**config.mk**
```make
export PLATFORM = sky130hd
export DESIGN_NAME = stable_key_sort_group_count
export DESIGN_NICKNAME = d
export VERILOG_FILES = /design/src/skc_pkg.sv /design/src/skc_cell.sv /design/src/stable_key_sort_group_count.sv
export SDC_FILE = /design/constraint.sdc
export NUM_CORES = 2
export LEC_CHECK = 0
export BUFFER_PORTS_ARGS = -buffer_cell sky130_fd_sc_hd__buf_2
export CELL_PAD_IN_SITES_DETAIL_PLACEMENT = 1
export CELL_PAD_IN_SITES_GLOBAL_PLACEMENT = 1
export CORE_UTILIZATION = 45
export DETAILED_ROUTE_END_ITERATION = 10
export GPL_ROUTABILITY_DRIVEN = 1
export GPL_TIMING_DRIVEN = 0
export PLACE_DENSITY_LB_ADDON = 0.1
export SETUP_SLACK_MARGIN = 0.4
export SLEW_MARGIN = 20
export SYNTH_ARGS = -nofsm -noshare
export SYNTH_HDL_FRONTEND = slang
export SYNTH_HIERARCHICAL = 1
export SYNTH_SLANG_ARGS = --single-unit
```
**constraint.sdc**
```tcl
create_clock -name clk -period 6.5 [get_ports clk]
set_input_delay 1.3 -clock clk [delete_from_list [all_inputs] [get_ports clk]]
set_output_delay 1.3 -clock clk [all_outputs]
set_load 0.01 [all_outputs]
```
**src/skc_pkg.sv**
```systemverilog
`default_nettype none
package skc_pkg;

    localparam int MAX_QUERIES_DEF = 64;
    localparam int KEY_BITS_DEF    = 16;

    localparam int KEY_W   = 16;
    localparam int INDEX_W = 6;
    localparam int GROUP_W = 7;

    typedef struct packed {
        logic [KEY_W-1:0] cluster_key;
        logic             last_query;
    } query_t;

    typedef struct packed {
        logic [INDEX_W-1:0] query_index;
        logic [KEY_W-1:0]   key_out;
        logic               new_group;
        logic [GROUP_W-1:0] groups_so_far;
        logic               dropped_flag;
        logic               last_result;
    } result_t;

    // per-cycle command to every cell of the chain
    typedef struct packed {
        logic ins;
        logic shift;
    } cell_ctrl_t;

endpackage
`default_nettype wire

```
**src/skc_cell.sv**
```systemverilog
`default_nettype none
module skc_cell #(
    parameter int KEY_BITS = skc_pkg::KEY_BITS_DEF,
    parameter int IDX_W    = 6
) (
    input  wire                     clk,
    input  wire                     rst_n,
    input  skc_pkg::cell_ctrl_t     ctrl,
    input  wire [KEY_BITS-1:0]      new_key,
    input  wire [IDX_W-1:0]         new_idx,
    input  wire                     prev_le,
    input  wire                     prev_valid,
    input  wire [KEY_BITS-1:0]      prev_key,
    input  wire [IDX_W-1:0]         prev_idx,
    input  wire                     next_valid,
    input  wire [KEY_BITS-1:0]      next_key,
    input  wire [IDX_W-1:0]         next_idx,
    output logic                    le,
    output logic                    valid,
    output logic [KEY_BITS-1:0]     key,
    output logic [IDX_W-1:0]        idx
);

    logic                valid_reg, valid_next;
    logic [KEY_BITS-1:0] key_reg, key_next;
    logic [IDX_W-1:0]    idx_reg, idx_next;

    // entries at or below the new key stay put, keeping ties in arrival order
    assign le = valid_reg && (key_reg <= new_key);

    always_comb
    begin
        valid_next = valid_reg;
        key_next   = key_reg;
        idx_next   = idx_reg;
        if (ctrl.ins && !le)
        begin
            if (prev_le)
            begin
                valid_next = 1'b1;
                key_next   = new_key;
                idx_next   = new_idx;
            end
            else
            begin
                valid_next = prev_valid;
                key_next   = prev_key;
                idx_next   = prev_idx;
            end
        end
        else if (ctrl.shift)
        begin
            valid_next = next_valid;
            key_next   = next_key;
            idx_next   = next_idx;
        end
    end

    always_ff @(posedge clk or negedge rst_n)
    begin
        if (!rst_n)
        begin
            valid_reg <= 1'b0;
        end
        else
        begin
            valid_reg <= valid_next;
        end
    end

    always_ff @(posedge clk)
    begin
        key_reg <= key_next;
        idx_reg <= idx_next;
    end

    assign valid = valid_reg;
    assign key   = key_reg;
    assign idx   = idx_reg;

endmodule
`default_nettype wire

```
**src/stable_key_sort_group_count.sv**
```systemverilog
`default_nettype none
// Stable key sort with distinct-group count.
// Input: a query word (cluster_key, last_query) is taken at a clock edge where
// start is high and busy is low. Each word is numbered by its arrival position
// in the batch and slotted into a row of MAX_QUERIES cells kept in ascending
// key order, equal keys in arrival order. Loading takes one word per cycle
// while busy is low. A word with last_query set is stored too, then the row
// drains: busy rises, and the N result words (N = entries held) follow, one
// per cycle, each registered from the head cell of the row. Each result is
// shown on result for one cycle with strobe high; there is no back-pressure.
// busy falls during the cycle of the final result, so the next batch may start
// there. The drain rate is set by the row shifting one cell toward the head
// per cycle. Words that arrive with the row full are dropped and every result
// of that batch carries dropped_flag.
// Reset empties the row, clears the count and overflow flag, and drops strobe.
module stable_key_sort_group_count #(
    parameter int MAX_QUERIES = skc_pkg::MAX_QUERIES_DEF,
    parameter int KEY_BITS    = skc_pkg::KEY_BITS_DEF
) (
    input  wire               clk,
    input  wire               rst_n,
    input  wire               start,
    input  skc_pkg::query_t   query,
    output logic              busy,
    output logic              strobe,
    output skc_pkg::result_t  result
);

    localparam int IDX_W = $clog2(MAX_QUERIES);
    localparam int CNT_W = $clog2(MAX_QUERIES + 1);

    logic                         accept;
    logic                         room;
    logic [KEY_BITS-1:0]          in_key;
    skc_pkg::cell_ctrl_t          ctrl;

    logic [MAX_QUERIES-1:0]       c_le;
    logic [MAX_QUERIES-1:0]       c_valid;
    logic [KEY_BITS-1:0]          c_key [MAX_QUERIES];
    logic [IDX_W-1:0]             c_idx [MAX_QUERIES];

    logic [CNT_W-1:0]             count_reg, count_next;
    logic                         ovf_reg, ovf_next;
    logic                         drain_reg, drain_next;
    logic [skc_pkg::GROUP_W-1:0]  grp_reg, grp_next;
    logic [KEY_BITS-1:0]          prev_key_reg, prev_key_next;
    logic                         strobe_reg, strobe_next;
    skc_pkg::result_t             result_reg, result_next;
    logic                         head_new;
    logic                         head_last;

    assign accept = start && !drain_reg;
    assign room   = count_reg < CNT_W'(MAX_QUERIES);
    assign in_key = KEY_BITS'(query.cluster_key);

    assign ctrl.ins   = accept && room;
    assign ctrl.shift = drain_reg;

    genvar g;
    generate
        for (g = 0; g < MAX_QUERIES; g++)
        begin : g_cell
            logic                prev_le_w, prev_valid_w, next_valid_w;
            logic [KEY_BITS-1:0] prev_key_w, next_key_w;
            logic [IDX_W-1:0]    prev_idx_w, next_idx_w;

            if (g == 0)
            begin : g_head
                assign prev_le_w    = 1'b1;
                assign prev_valid_w = 1'b0;
                assign prev_key_w   = '0;
                assign prev_idx_w   = '0;
            end
            else
            begin : g_body
                assign prev_le_w    = c_le[g-1];
                assign prev_valid_w = c_valid[g-1];
                assign prev_key_w   = c_key[g-1];
                assign prev_idx_w   = c_idx[g-1];
            end

            if (g == MAX_QUERIES - 1)
            begin : g_tail
                assign next_valid_w = 1'b0;
                assign next_key_w   = '0;
                assign next_idx_w   = '0;
            end
            else
            begin : g_mid
                assign next_valid_w = c_valid[g+1];
                assign next_key_w   = c_key[g+1];
                assign next_idx_w   = c_idx[g+1];
            end

            skc_cell #(
                .KEY_BITS (KEY_BITS),
                .IDX_W    (IDX_W)
            ) u_cell (
                .clk        (clk),
                .rst_n      (rst_n),
                .ctrl       (ctrl),
                .new_key    (in_key),
                .new_idx    (count_reg[IDX_W-1:0]),
                .prev_le    (prev_le_w),
                .prev_valid (prev_valid_w),
                .prev_key   (prev_key_w),
                .prev_idx   (prev_idx_w),
                .next_valid (next_valid_w),
                .next_key   (next_key_w),
                .next_idx   (next_idx_w),
                .le         (c_le[g]),
                .valid      (c_valid[g]),
                .key        (c_key[g]),
                .idx        (c_idx[g])
            );
        end
    endgenerate

    assign head_new  = (grp_reg == '0) || (c_key[0] != prev_key_reg);
    assign head_last = !c_valid[1];

    always_comb
    begin
        count_next    = count_reg;
        ovf_next      = ovf_reg;
        drain_next    = drain_reg;
        grp_next      = grp_reg;
        prev_key_next = prev_key_reg;
        strobe_next   = 1'b0;
        result_next   = result_reg;

        if (accept)
        begin
            if (room)
            begin
                count_next = CNT_W'(count_reg + 1'b1);
            end
            else
            begin
                ovf_next = 1'b1;
            end
            if (query.last_query)
            begin
                drain_next = 1'b1;
            end
        end

        if (drain_reg)
        begin
            strobe_next                = 1'b1;
            result_next.query_index    = skc_pkg::INDEX_W'(c_idx[0]);
            result_next.key_out        = skc_pkg::KEY_W'(c_key[0]);
            result_next.new_group      = head_new;
            result_next.groups_so_far  = skc_pkg::GROUP_W'(grp_reg + head_new);
            result_next.dropped_flag   = ovf_reg;
            result_next.last_result    = head_last;
            grp_next                   = skc_pkg::GROUP_W'(grp_reg + head_new);
            prev_key_next              = c_key[0];
            // final entry out: close the batch
            if (head_last)
            begin
                drain_next = 1'b0;
                count_next = '0;
                ovf_next   = 1'b0;
                grp_next   = '0;
            end
        end
    end

    always_ff @(posedge clk or negedge rst_n)
    begin
        if (!rst_n)
        begin
            count_reg  <= '0;
            ovf_reg    <= 1'b0;
            drain_reg  <= 1'b0;
            grp_reg    <= '0;
            strobe_reg <= 1'b0;
        end
        else
        begin
            count_reg  <= count_next;
            ovf_reg    <= ovf_next;
            drain_reg  <= drain_next;
            grp_reg    <= grp_next;
            strobe_reg <= strobe_next;
        end
    end

    always_ff @(posedge clk)
    begin
        prev_key_reg <= prev_key_next;
        result_reg   <= result_next;
    end

    assign busy   = drain_reg;
    assign strobe = strobe_reg;
    assign result = result_reg;

endmodule
`default_nettype wire

```
==> run metrics <==
post_cts resized=0; hold_buf cts=0; Clk pin slew, worst setup/hold paths=60 ps; maximum vdd drop=0.000314 V; CTS Buffer Depth=3; CP cell instances=buf_8 -> buf_16 -> inv_1 -> ha_1 -> nand4_2 -> nor4_2 -> nand2_1 -> a21boi_0 -> clkbuf_1 -> mux2_2 -> mux2_2; Net Sw Power=25700 µW; Post-CTS Setup Bufs=0; routability cong.=0.810; MaxCap Viol Count=0; P_leak=0.0506 µW; CTS Buf Count=186; Clock Sinks=1521; PwrDens=545 nW/µm²; Avg Vias per Cell=5.65; Layout Skew=35.3 ps; clock root cell=clkbuf_16; full die area=252000 µm²; Layout area overhead=10.5%; Final WS setup=1800 ps; fin crit share=0.723; setup TNS=0 ps; # rows=183; CP arrival=5270 ps; Seq pwr share=0.361; WL per Instance=24.3 µm; Relative slew margins=0.277; post-route minimum period=4700 ps; type of the worst setup path=in -> reg; total grt overflow=0; initial core utilization=0.453; Highest Clock Rate=0.213 GHz; nets@finish=10476; multi-input logic area=61400 µm²; die width=502 µm; # setup viols final=0; I/O pin cnt=54; Clock Power Share=0.156; Switching Fraction=0.379; internal power=42100 µW; worst hold path class=in -> async; CP Launch Type=input port; dpl ws=920 ps; DP HPWL=239 mm; CTS tree=done; Fill cells=25611; largest net degree at the start of global routing=85; Mapped Cells=9102; Max Slew Vio Count=0; status=completed; crit path max fanout=78; Vias=73023; Largest stage delay, worst path=630 ps; core area=249000 µm²; Clock H-tree levels=4; Slowest-stage cell, CP=a21boi_0; Syn Std Cell Area=113000 µm²; CP top delay family=buffers and inverters; first-pass GRT wire length=485 mm; CP dominant cell by count=mux2_2; final wirelength=314 mm; power share of the combinational group=0.483; CP Capture Type=flop; initial antenna violation count=1; final hold slack=333 ps; buffer and inverter count on the worst path=4; chip height=502 µm; share of cells above drive strength 1=0.376; Tot GR Track Use=0.247; DR DRC count=0; vias in the first global route=81115; insertion delay to the later sink of the worst-skew pair=850 ps; FF/Latch Area=45300 µm²; IO buf count=53; worst endpoint required time=7070 ps; transition time of the tightest slew-check pin=1070 ps; yosys warns=6; RSZ-0062 raised after global routing=no; Final ANT Viol Nets=0; First-pass DRT Iterations=5; Final Core Density=0.500; First DRT Iteration DRCs=3474; Final Hold Fails=0; Mean Syn Cell Area=12.4 µm²; max reg flops=1024
## layout make-up
cell class	count	area share
multi-input combinational	6278	0.494
buffer	261	0.0157
clock buffer	262	0.0425
inverter	1091	0.0329
sequential	1521	0.364
antenna	2	0.0000403
timing repair buffer	90	0.0104
clock inverter	85	0.00660
tap	3330	0.0335
## per-layer routing
layer  wire (µm)  global-route usage  part of all wire
met5           0                   0                 0
met1      140000               0.314              0.45
met2      159000               0.443              0.51
met3        7320              0.0232             0.023
met4        8040              0.0703             0.026
## power by group through the flow
stage               combinational [µW]  sequential (µW)  clock (µW)
CTS                              32900            24600       10900
floorplan                        25400            21400           0
detailed placement               32600            24800           0
global route                     35700            25200       11200
global placement                 32400            25200           0
finish                           32700            24400       10600
## per-stage QoR
| stage | power [µW] | std cells | area [µm²] |
|---|---|---|---|
| 2_1_floorplan | 46800 | 9151 | 113000 |
| 3_3_place_gp | 57600 | 12534 | 117000 |
| 3_5_place_dp | 57400 | 12571 | 118000 |
| 4_1_cts | 68300 | 12918 | 124000 |
| 5_1_grt | 72100 | 12920 | 124000 |
| 6_report | 67700 | 12920 | 124000 |
## cell usage in the layout (no fill, tap or decap), drive strengths merged, types with 15 or more instances in the layout
cell type     n
conb         51
edfxtp     1440
a311oi       64
clkbuf      393
nor4b        64
nand3        68
buf         220
o21ai       198
nor2         72
o21bai       64
ha         1027
xor2         18
nand4       134
mux2i       129
or2          65
dfrtp        81
mux2       2816
bufinv       15
clkinv       63
and3        129
a21oi       386
nor2b        57
nand2       457
a21bo        64
and2         64
a21boi       63
nor3        193
nor4         68
inv        1094
## worst register-to-register path, stage by stage (launching register included)
cell,delay (ps)
dfrtp_4,630
buf_12,250
buf_6,170
nor3b_4,650
buf_8,250
buf_6,190
buf_6,210
buf_8,200
inv_1,100
a311oi_4,440
buf_6,230
or2_2,520
## path summary, 6_finish.rpt
path	from	endpoint	slack, ps	depth (start not counted)
max in group asynchronous	rst_n	busy	5270	2
max	query[15]	g_cell[54].u_cell/idx[4]	1800	11
max reg2reg	busy	g_cell[30].u_cell/idx[4]	2260	11
min	rst_n	g_cell[30].u_cell/valid	330	1
min reg2reg	g_cell[0].u_cell/idx[4]	result[30]	460	0
min in group clk	g_cell[0].u_cell/idx[4]	result[30]	460	0
Power figures use the tool's default switching activity.
